**src/hw/rtl/wcpl_pkg.sv**
```systemverilog
// shared constants, types and the buffer-energy factor table of the wheel current limiter
package wcpl_pkg;

   localparam int FB       = 16;
   localparam int FW       = FB + 1;
   localparam int ERR_W    = 17;
   localparam int MAG_W    = 16;
   localparam int SUM_W    = 18;
   localparam int CUR_W    = 16;
   localparam int QUO_W    = 16;
   localparam int LANES    = 4;
   localparam int LANE_LAT = QUO_W + 2;
   localparam int LAT      = (FB + 1) + 2 + LANE_LAT;

   localparam logic [FW-1:0] FX_ONE  = FW'(64'd1 << FB);
   localparam logic [FW-1:0] FX_P90  = FW'(((64'd9 << FB) + 64'd5) / 64'd10);
   localparam logic [FW-1:0] FX_P75  = FW'((64'd3 << FB) / 64'd4);
   localparam logic [FW-1:0] FX_P50  = FW'((64'd1 << FB) / 64'd2);
   localparam logic [FW-1:0] FX_P25  = FW'((64'd1 << FB) / 64'd4);
   localparam logic [FW-1:0] FX_P125 = FW'((64'd1 << FB) / 64'd8);
   localparam logic [FW-1:0] FX_P05  = FW'(((64'd1 << FB) + 64'd10) / 64'd20);

   localparam logic [1:0] CSR_TOTAL_ERROR_LIMIT  = 2'd0;
   localparam logic [1:0] CSR_POWER_THRESHOLD    = 2'd1;
   localparam logic [1:0] CSR_FULL_SCALE_CURRENT = 2'd2;

   localparam logic [17:0] RST_TOTAL_ERROR_LIMIT  = 18'd20000;
   localparam logic [11:0] RST_POWER_THRESHOLD    = 12'd600;
   localparam logic [15:0] RST_FULL_SCALE_CURRENT = 16'd61536;

   typedef struct packed {
      logic [LANES-1:0][ERR_W-1:0] err;
      logic [SUM_W-1:0]            sum;
      logic [FW-1:0]               pfac;
      logic                        bypass;
   } item_type;

   function automatic logic [FW-1:0] buffer_factor(input logic [9:0] buf_e);
      logic [FW-1:0] f;
      f = FX_ONE;
      if (buf_e inside {[10'd40:10'd49]}) f = FX_P90;
      else if (buf_e inside {[10'd35:10'd39]}) f = FX_P75;
      else if (buf_e inside {[10'd30:10'd34]}) f = FX_P50;
      else if (buf_e inside {[10'd20:10'd29]}) f = FX_P25;
      else if (buf_e inside {[10'd10:10'd19]}) f = FX_P125;
      else if (buf_e inside {[10'd1:10'd9]}) f = FX_P05;
      return f;
   endfunction

endpackage

```
**src/hw/rtl/wcpl_kdiv.sv**
```systemverilog
// pipelined restoring divider for the overall gain, one quotient bit per stage
module wcpl_kdiv (
   input  logic                     clock,
   input  logic                     en,
   input  wcpl_pkg::item_type       item_in,
   input  logic [17:0]              limit,
   output wcpl_pkg::item_type       item_out,
   output logic [wcpl_pkg::FW-1:0]  k
);

   logic [wcpl_pkg::SUM_W-1:0] rem_ff  [0:wcpl_pkg::FB];
   logic [wcpl_pkg::SUM_W-1:0] rem_in  [0:wcpl_pkg::FB];
   logic [wcpl_pkg::FB-1:0]    q_ff    [0:wcpl_pkg::FB];
   logic [wcpl_pkg::FB-1:0]    q_in    [0:wcpl_pkg::FB];
   logic                       full_ff [0:wcpl_pkg::FB];
   logic                       full_in [0:wcpl_pkg::FB];
   wcpl_pkg::item_type         item_ff [0:wcpl_pkg::FB];
   wcpl_pkg::item_type         item_in_s [0:wcpl_pkg::FB];

   always_comb begin
      rem_in[0]    = item_in.sum;
      q_in[0]      = '0;
      full_in[0]   = item_in.sum >= limit;
      item_in_s[0] = item_in;
   end

   for (genvar s = 1; s <= wcpl_pkg::FB; s++) begin : g_step
      logic [wcpl_pkg::SUM_W:0] t;
      logic                     ge;
      always_comb begin
         t            = {rem_ff[s-1], 1'b0};
         ge           = t >= {1'b0, limit};
         rem_in[s]    = ge ? wcpl_pkg::SUM_W'(t - {1'b0, limit}) : t[wcpl_pkg::SUM_W-1:0];
         q_in[s]      = {q_ff[s-1][wcpl_pkg::FB-2:0], ge};
         full_in[s]   = full_ff[s-1];
         item_in_s[s] = item_ff[s-1];
      end
   end

   always_ff @(posedge clock) begin
      if (en) begin
         for (int s = 0; s <= wcpl_pkg::FB; s++) begin
            rem_ff[s]  <= rem_in[s];
            q_ff[s]    <= q_in[s];
            full_ff[s] <= full_in[s];
            item_ff[s] <= item_in_s[s];
         end
      end
   end

   assign item_out = item_ff[wcpl_pkg::FB];
   assign k = full_ff[wcpl_pkg::FB] ? wcpl_pkg::FX_ONE : {1'b0, q_ff[wcpl_pkg::FB]};

endmodule

```
**config.mk**
```make
export PLATFORM = sky130hd
export DESIGN_NAME = wcpl_kdiv
export DESIGN_NICKNAME = d
export VERILOG_FILES = /design/src/hw/rtl/wcpl_pkg.sv /design/src/hw/rtl/wcpl_kdiv.sv
export SDC_FILE = /design/constraint.sdc
export NUM_CORES = 2
export LEC_CHECK = 0
export BUFFER_PORTS_ARGS = -buffer_cell sky130_fd_sc_hd__buf_4
export CAP_MARGIN = 10
export CORE_ASPECT_RATIO = 0.75
export CORE_MARGIN = 2
export CORE_UTILIZATION = 42
export DETAILED_ROUTE_END_ITERATION = 12
export GPL_TIMING_DRIVEN = 0
export SYNTH_ARGS = -nofsm -noshare
export SYNTH_HDL_FRONTEND = slang
export SYNTH_SLANG_ARGS = --single-unit
```
**constraint.sdc**
```tcl
create_clock -name clock -period 13.1 [get_ports clock]
set_input_delay 1.965 -clock clock [delete_from_list [all_inputs] [get_ports clock]]
set_output_delay 1.965 -clock clock [all_outputs]
set_load 0.03 [all_outputs]
```
==> impl_metrics.py <==
metrics = {
    "routing": {
        "top_layer_used": "met5",
        "wl_um": 136000,
        "wl_met3_um": 7250,
        "routed_via_density": 4.95,
        "drc": 0,
        "drt_iter0_markers": 3128,
        "wl_per_cell_um": 17.4,
        "num_vias": 38600,
        "routed-wl-met2_um": 58800,
        "ant_nets": 0,
        "drt-met1-wl_um": 66200,
        "dr.pass1.iters": 5,
    },
    "sta": {
        "worst_slew_pin_slew_ps": 1130,
        "slew_headroom_pct": 22.7,
        "maxSlewViolCount": 0,
        "setup_viol": 0,
        "hold_violations": 0,
        "rsz0062_at_grt": "false",
        "clock.fmax_ghz": 0.179,
        "clock-skew-final_ps": 64.5,
        "setup_tns_ps": 0,
        "fin_crit_sh_pct": 42.7,
        "min_period_ps": 5590,
    },
    "final_layout": {
        "syn_to_final_growth_pct": 14.8,
        "instances_no_fill": 7789,
        "fillers": 16400,
        "final_cell_mix": "edfxtp_1, buf_4, ha_1",
        "final_nets": 5421,
        "seq_area_um2": 65800,
        "drive_gt1_share_pct": 17.7,
        "multi_input_area_um2": 16000,
        "mostFrequentLayoutCell": "edfxtp_1",
    },
    "die": {
        "ios": 245,
        "die_w_um": 518,
        "die_h_um": 389,
        "start_util_pct": 42.2,
        "dieArea_um2": 202000,
        "fp-row-count": 141,
        "fp.coreArea_um2": 197000,
    },
    "worst_setup_path": {
        "critPathMaxFanout": 203,
        "worst_setup_path_start_kind": "input pin",
        "path_class": "in -> reg",
        "rr_worst_depth": 9,
        "worst_ep_required_time_ps": 13500,
        "critPathCaptureType": "flip-flop",
        "worstPathArrival_ps": 6000,
    },
    "place": {
        "gp_congestion": 0.841,
        "dp.cells": 7417,
        "hpwl_um": 82600,
        "place.port_buffers": 244,
    },
    "clock_tree": {
        "clock-sinks": 2191,
        "cts-buffers-inserted": 203,
        "clk_pin_slew_ps": 60,
        "hold_buffers": 0,
        "htree_levels": 4,
        "clock_latency_ps": 840,
        "cts_tree": "built",
        "ctsResizeCount": 0,
        "post_cts_buffers": 0,
        "max-clock-path-buffers": 3,
        "cts-root-buf": "clkbuf_16",
    },
    "yosys": {
        "synth_edf_count": 2191,
        "ys_warn_count": 0,
        "synth_fp_nets": 4951,
        "postSynthCellCount": 4507,
        "synth-main-ff-cell": "edfxtp_1",
        "ys_ff_latch": 2191,
        "synthArstFlopShare_pct": 0,
        "syn_avg_cell_area_um2": 18.4,
        "syn-cell-area_um2": 83100,
        "ys_seq_area_share_pct": 79.1,
        "yosysUniqueCellTypes": 89,
    },
    "global_route": {
        "grt-ovfl-total": 0,
        "grt_pass1_wl_um": 209000,
        "grt_pass1_vias": 36800,
        "antenna_found_initial": 5,
        "grt_max_degree": 204,
        "grt_util_all_layers_pct": 13.2,
    },
    "worst_hold_path": {
        "min_path_cells": 0,
        "min-delay-path-class": "reg -> reg",
    },
    "status": {
        "status": "complete, no violations",
    },
    "power": {
        "peakVddDrop_mv": 0.151,
        "power.density_nw_per_um2": 203,
        "power.leakage_nw": 34.0,
        "p_total_mw": 19.4,
    },
    "job": {
        "maxCapViolCount": 0,
    },
}
## final timing paths
kind                   startpoint              end  slack [ps]
hold / removal    item_ff[0][553]  item_ff[0][657]         360
hold reg to reg   item_ff[0][553]  item_ff[0][657]         360
setup / recovery               en  item_ff[0][160]        7510
setup reg to reg   rem_ff[0][127]   rem_ff[0][157]        9470
## power by group
group | switching (mW) | internal [mW]
combinational | 2.47 | 2.05
clock | 2.54 | 3.15
sequential | 0.350 | 8.83
## metal layers
metal / vias up / track usage (%)
met5: - / 0
met4: 4 / 3.99
met3: 256 / 3.16
met2: 776 / 19.1
met1: 19000 / 19.6
li1: 18600 / -
## registers in the layout (all words and copies together) (netlist names)
signal and cells:
item_ff 1750, rem_ff 288, q_ff 136, full_ff 17
## Yosys cell counts, drive strengths merged (23+ instances only)
library cell	count	area share (%)
edfxtp	2191	79
inv	85	0.38
a21o	98	0.88
nand4	35	0.26
a31oi	29	0.24
o21bai	23	0.21
nor2b	52	0.39
xnor2	133	1.4
nand3	56	0.34
clkbuf	24	0.11
nor3	46	0.28
nand2b	30	0.23
nor2	186	0.84
xor2	68	0.72
mux2	184	2.5
ha	305	4.6
nand2	135	0.61
a21oi	222	1.3
o21ai	130	0.80
a211oi	26	0.24
o21a	40	0.36
buf	123	1.1
## per-stage QoR
stage,worst slack (ps),area [um^2],hold slack [ps],util [%]
after floorplan,7040,83100,400,-
after detailed placement,6560,88900,405,45.1
final,7510,95400,355,48.5
after global placement,-9850,88300,400,44.8
after global routing,7160,95400,366,48.5
after CTS,7450,95400,351,48.5
## worst max-delay path, cell delays in order
cell and delay (ps):
buf_16 350, buf_16 440, buf_16 600, buf_16 500, buf_16 580, buf_16 600
## layout make-up
class	count	area share (%)
diodes	3	0.00787
well taps	2645	3.47
clock inverters	123	1.34
repair buffers	265	2.53
clock buffers	246	5.52
plain buffers	147	1.06
flip-flops and latches	2191	69.0
inverters	85	0.334
multi-input cells	2084	16.8
## cells by family (layout without fill, tap and decap cells)
family	Yosys count	after routing	share of synthesized area (%)
DFF	2191	2191	79.1
AOI/OAI and AO/OA	729	729	5.81
and+or+nand+nor	643	643	3.79
adders and majority gates	320	320	4.95
buffers and inverters	232	866	1.59
xor gates and xnor gates	201	201	2.12
muxes	191	191	2.61
other	0	3	0
Power figures use the tool's default switching activity.
