$ cat src/hw/rtl/wcpl_pkg.sv
// shared constants, types and the buffer-energy factor table of the wheel current limiter
package wcpl_pkg;

   localparam int FB       = 16;
   localparam int FW       = FB + 1;
   localparam int ERR_W    = 17;
   localparam int MAG_W    = 16;
   localparam int SUM_W    = 18;
   localparam int CUR_W    = 16;
   localparam int QUO_W    = 16;
   localparam int LANES    = 4;
   localparam int LANE_LAT = QUO_W + 2;
   localparam int LAT      = (FB + 1) + 2 + LANE_LAT;

   localparam logic [FW-1:0] FX_ONE  = FW'(64'd1 << FB);
   localparam logic [FW-1:0] FX_P90  = FW'(((64'd9 << FB) + 64'd5) / 64'd10);
   localparam logic [FW-1:0] FX_P75  = FW'((64'd3 << FB) / 64'd4);
   localparam logic [FW-1:0] FX_P50  = FW'((64'd1 << FB) / 64'd2);
   localparam logic [FW-1:0] FX_P25  = FW'((64'd1 << FB) / 64'd4);
   localparam logic [FW-1:0] FX_P125 = FW'((64'd1 << FB) / 64'd8);
   localparam logic [FW-1:0] FX_P05  = FW'(((64'd1 << FB) + 64'd10) / 64'd20);

   localparam logic [1:0] CSR_TOTAL_ERROR_LIMIT  = 2'd0;
   localparam logic [1:0] CSR_POWER_THRESHOLD    = 2'd1;
   localparam logic [1:0] CSR_FULL_SCALE_CURRENT = 2'd2;

   localparam logic [17:0] RST_TOTAL_ERROR_LIMIT  = 18'd20000;
   localparam logic [11:0] RST_POWER_THRESHOLD    = 12'd600;
   localparam logic [15:0] RST_FULL_SCALE_CURRENT = 16'd61536;

   typedef struct packed {
      logic [LANES-1:0][ERR_W-1:0] err;
      logic [SUM_W-1:0]            sum;
      logic [FW-1:0]               pfac;
      logic                        bypass;
   } item_type;

   function automatic logic [FW-1:0] buffer_factor(input logic [9:0] buf_e);
      logic [FW-1:0] f;
      f = FX_ONE;
      if (buf_e inside {[10'd40:10'd49]}) f = FX_P90;
      else if (buf_e inside {[10'd35:10'd39]}) f = FX_P75;
      else if (buf_e inside {[10'd30:10'd34]}) f = FX_P50;
      else if (buf_e inside {[10'd20:10'd29]}) f = FX_P25;
      else if (buf_e inside {[10'd10:10'd19]}) f = FX_P125;
      else if (buf_e inside {[10'd1:10'd9]}) f = FX_P05;
      return f;
   endfunction

endpackage

$ cat src/hw/rtl/wcpl_lane.sv
// one wheel lane: error times gain, divided by the summed error, then saturated
module wcpl_lane (
   input  logic                          clock,
   input  logic                          en,
   input  logic [wcpl_pkg::ERR_W-1:0]    err,
   input  logic [15:0]                   gain,
   input  logic [wcpl_pkg::SUM_W-1:0]    sum,
   input  logic                          kill,
   output logic signed [wcpl_pkg::CUR_W-1:0] current
);

   localparam int D = wcpl_pkg::QUO_W;

   logic [wcpl_pkg::SUM_W-1:0] rem_ff  [0:D];
   logic [wcpl_pkg::SUM_W-1:0] rem_in  [0:D];
   logic [D-1:0]               lq_ff   [0:D];
   logic [D-1:0]               lq_in   [0:D];
   logic [wcpl_pkg::SUM_W-1:0] sum_ff  [0:D];
   logic [wcpl_pkg::SUM_W-1:0] sum_in  [0:D];
   logic                       neg_ff  [0:D];
   logic                       neg_in  [0:D];
   logic                       kill_ff [0:D];
   logic                       kill_in [0:D];
   logic signed [wcpl_pkg::CUR_W-1:0] current_ff;
   logic signed [wcpl_pkg::CUR_W-1:0] current_in;

   logic [wcpl_pkg::ERR_W-1:0] err_abs;
   logic [wcpl_pkg::MAG_W-1:0] mag;
   logic [31:0]                prod;

   always_comb begin
      err_abs    = err[wcpl_pkg::ERR_W-1] ? wcpl_pkg::ERR_W'(-err) : err;
      mag        = err_abs[wcpl_pkg::MAG_W-1:0];
      prod       = 32'(mag) * 32'(gain);
      rem_in[0]  = wcpl_pkg::SUM_W'(prod[31:D]);
      lq_in[0]   = prod[D-1:0];
      sum_in[0]  = sum;
      neg_in[0]  = err[wcpl_pkg::ERR_W-1];
      kill_in[0] = kill;
   end

   for (genvar s = 1; s <= D; s++) begin : g_step
      logic [wcpl_pkg::SUM_W:0] t;
      logic                     ge;
      always_comb begin
         t          = {rem_ff[s-1], lq_ff[s-1][D-1]};
         ge         = t >= {1'b0, sum_ff[s-1]};
         rem_in[s]  = ge ? wcpl_pkg::SUM_W'(t - {1'b0, sum_ff[s-1]})
                         : t[wcpl_pkg::SUM_W-1:0];
         lq_in[s]   = {lq_ff[s-1][D-2:0], ge};
         sum_in[s]  = sum_ff[s-1];
         neg_in[s]  = neg_ff[s-1];
         kill_in[s] = kill_ff[s-1];
      end
   end

   always_comb begin
      if (kill_ff[D]) begin
         current_in = '0;
      end else if (neg_ff[D]) begin
         current_in = (lq_ff[D] > 16'd32768) ? -16'sd32768
                                            : wcpl_pkg::CUR_W'(-lq_ff[D]);
      end else begin
         current_in = (lq_ff[D] > 16'd32767) ? 16'sd32767 : $signed(lq_ff[D]);
      end
   end

   always_ff @(posedge clock) begin
      if (en) begin
         for (int s = 0; s <= D; s++) begin
            rem_ff[s]  <= rem_in[s];
            lq_ff[s]   <= lq_in[s];
            sum_ff[s]  <= sum_in[s];
            neg_ff[s]  <= neg_in[s];
            kill_ff[s] <= kill_in[s];
         end
         current_ff <= current_in;
      end
   end

   assign current = current_ff;

endmodule

$ cat config.mk
export PLATFORM = sky130hd
export DESIGN_NAME = wcpl_lane
export DESIGN_NICKNAME = d
export VERILOG_FILES = /design/src/hw/rtl/wcpl_pkg.sv /design/src/hw/rtl/wcpl_lane.sv
export SDC_FILE = /design/constraint.sdc
export NUM_CORES = 2
export LEC_CHECK = 0
export ABC_AREA = 1
export BUFFER_PORTS_ARGS = -buffer_cell sky130_fd_sc_hd__clkbuf_2
export CORE_UTILIZATION = 35
export CTS_CLUSTER_DIAMETER = 100
export DETAILED_ROUTE_END_ITERATION = 10
export PLACE_DENSITY = 0.57
export SLEW_MARGIN = 20
export SYNTH_ARGS = -nofsm -noshare
export SYNTH_HDL_FRONTEND = slang
export SYNTH_SLANG_ARGS = --single-unit
$ cat constraint.sdc
create_clock -name clock -period 9.5 [get_ports clock]
set_input_delay 1.9 -clock clock [delete_from_list [all_inputs] [get_ports clock]]
set_output_delay 1.9 -clock clock [all_outputs]
set_load 0.01 [all_outputs]
==> impl_results.md <==
- Reg2reg setup slack: 6230 ps
- R2r startpoint: sum_ff[0][74]$_DFFE_PP_
- Detailed-route via count: 44000
- Reg2Reg Depth: 9
- Core ar.: 167000 um2
- Detailed Routing Iterations Pass 1: 6
- Die footprint: 170000 um2
- Seq/Total Area, Yosys: 45.8%
- Routability cong.: 0.891
- Drt first-iter violations: 3448
- ANT nets after route: 0
- Worst hold path depth: 0
- EDFF count, synth: 896
- CTS tree: yes
- CTS Sinks: 896
- CP arrival: 8450 ps
- Syn_nets: 7436
- CTS Hold Bufs: 0
- Status: finished, final reports clean
- Pleak: 31.2 nW
- Final instance area: 65300 um2
- Fill count: 16800
- First-pass GRT wire length: 239 mm
- Peak VDD IR: 344 uV
- Placed inst area: 61600 um2
- Via density per instance: 4.79
- Cts repair resizes: 0
- Maximum clock path buffer count: 3
- Root Driver: clkbuf_16
- Multi-input logic area: 26700 um2
- Power, Total: 24.0 mW
- Post-synthesis cell type count: 44
- Final hold slack: 406 ps
- H-tree depth: 3
- Endpoints failing setup: 0
- Most frequent cells in the layout: 2131 x nand2_1, 1235 x inv_1, 896 x edfxtp_1, 520 x nand3_1, 512 x nor2_1
- Per-cell routed wire length: 16.5 um
- Final worst slack: 1550 ps
- Largest net degree at the start of global routing: 167
- Netlist Area Pre-Place: 58800 um2
- Fmax: 0.126 GHz
- TritonCTS Buffers: 106
- Final Slew Violations: 0
- Pre-CTS setup slack: 863 ps
- Clock transition at path regs: 70 ps
- Vias in the first global route: 42900
- Skew final: 34.5 ps
- Max transition margin: 23.2%
- Buffers on Ports: 69
- Final WL: 152 mm
- Die height: 412 um
- Share of cells above drive strength 1: 4.77%
- Clk Latency, worst-skew pair: 740 ps
- Total grt overflow: 0
- Warnings from Yosys: 0
- Most common cell after layout, fill and taps aside: nand2_1
- CP Capture Type: flip-flop
- Area Overhead vs Synth: 11.0%
- Final min period: 7950 ps
- Postcts setup bufs: 0
- Top_reg_cell synth: edfxtp_1
- Number of max-cap violations: 0
- Hold Startpoint: lq_ff[0][233]$_DFFE_PP_
- Rows: 150
- Detailed placement HPWL: 118 mm
- # IOs: 70
- Least-Margin Pin Slew: 1150 ps
- FFs w/ async S/R, synth: 0%
- Initial Utilization: 35.2%
- Setup crit start kind: input port
- Die width: 412 um
- Initial antenna violation count: 0
- Crit path kind: input port to flip-flop
- Final Hold Viols: 0
- Setup TNS: 0 ps
- Worst Setup SP: err[1]
- Seq. cell area: 26900 um2
- Flops & latches, synth: 896
- Final worst path period share: 83.7%
- WP data required: 10000 ps
- Remaining routing DRC violations: 0
- Cells after synthesis: 6780
- Power density cells: 367 nW/um2
- Hold WC Path Type: flip-flop to flip-flop
- All-Layer GR Usage: 17.9%
- Nets: 7551
- N_diodes: 0
- Max Fanout on Critical Path: 5
- RSZ-0062 raised after global routing: false
- Syn avg cell area: 8.67 um2
power by group:
group | leakage [nW] | switching (mW) | internal (mW) | total (mW)
logic | 20.7 | 8.71 | 4.56 | 13.3
clock network | 1.71 | 1.76 | 2.40 | 4.16
registers | 8.79 | 0.587 | 5.93 | 6.52
total | 31.2 | 11.1 | 12.9 | 24.0
cells by family (layout without fill, tap and decap cells):
group           count (synthesis)  in the layout  synth area share [%]
simple gates                 3410           3410                  24.1
buf+inv                      1335           1539                  8.83
flops                         896            896                  45.8
fa+ha+maj                     602            602                  15.5
compound gates                393            393                  3.65
xor+xnor                      144            144                  2.15
metrics by stage:
stage                     instances  util (%)
after detailed placement       8988      36.9
final                          9188      39.1
after floorplan                6780         -
after global placement         8985      36.9
after global routing           9188      39.1
after CTS                      9185      39.0
metal layers:
metal	up-vias	track usage, %	wire [um]
met4	0	4.75	3620
met3	212	2.49	7060
li1	22000	-	-
met5	-	0	0
met2	990	29.5	70600
met1	20800	24.5	70500
path summary, 6_finish.rpt:
path	to
hold reg to reg	lq_ff[0][250]$_DFFE_PP_
setup reg to reg	rem_ff[0][107]$_DFFE_PP_
setup / recovery	rem_ff[0][8]$_DFFE_PP_
hold / removal	lq_ff[0][250]$_DFFE_PP_
cells in the mapped netlist, types with 3 or more instances:
cell type,number,area share [%]
inv_1,1235,7.9
ha_1,393,8.4
nand3_1,520,4.4
xnor2_1,34,0.51
a21oi_1,233,2.0
nor3_1,56,0.48
nand2_1,2131,14
and2_1,3,0.032
nand3b_1,94,1.2
buf_4,7,0.089
nor2_1,513,3.3
inv_2,6,0.038
edfxtp_1,896,46
o21ai_2,10,0.15
nand4_1,50,0.53
clkbuf_1,24,0.15
xor2_1,110,1.6
a21boi_0,3,0.038
nand2_2,29,0.31
o21bai_1,23,0.29
o211ai_1,3,0.038
clkinv_1,3,0.019
buf_2,49,0.42
o21ai_0,102,0.87
or2_2,3,0.032
buf_6,10,0.19
a21oi_2,7,0.10
fa_1,209,7.1
worst max-delay path, stage by stage:
cell      delay (ps)
clkbuf_2          90
inv_1             80
ha_1             170
nand2_1          110
nor2_1           260
nand3_1          160
nand2_2          140
o21ai_2           90
xor2_1           510
nor2_1           130
fa_1             560
inv_1             50
fa_1             520
inv_1             50
fa_1             550
fa_1             460
fa_1             580
inv_1             70
fa_1             530
inv_1             40
ha_1             360
nand2_1          120
nor2_1           210
inv_1             80
nor3_1           290
nand3_1          150
nand3_1          110
nand2_1           50
flip-flops by register name, summed over array words and instances, names as in the netlist:
signal	flops
lq_ff	272
kill_ff	17
neg_ff	17
current	16
rem_ff	286
sum_ff	288
final cells by class:
class,instances,area share (%)
clock buffers,119,4.14
well taps,2204,4.23
flip-flops and latches,896,41.2
multi-input cells,4549,40.9
inverters,1244,7.16
repair buffers,98,1.00
clock inverters,78,1.33
Note: power is estimated with default switching activity, not from simulation.
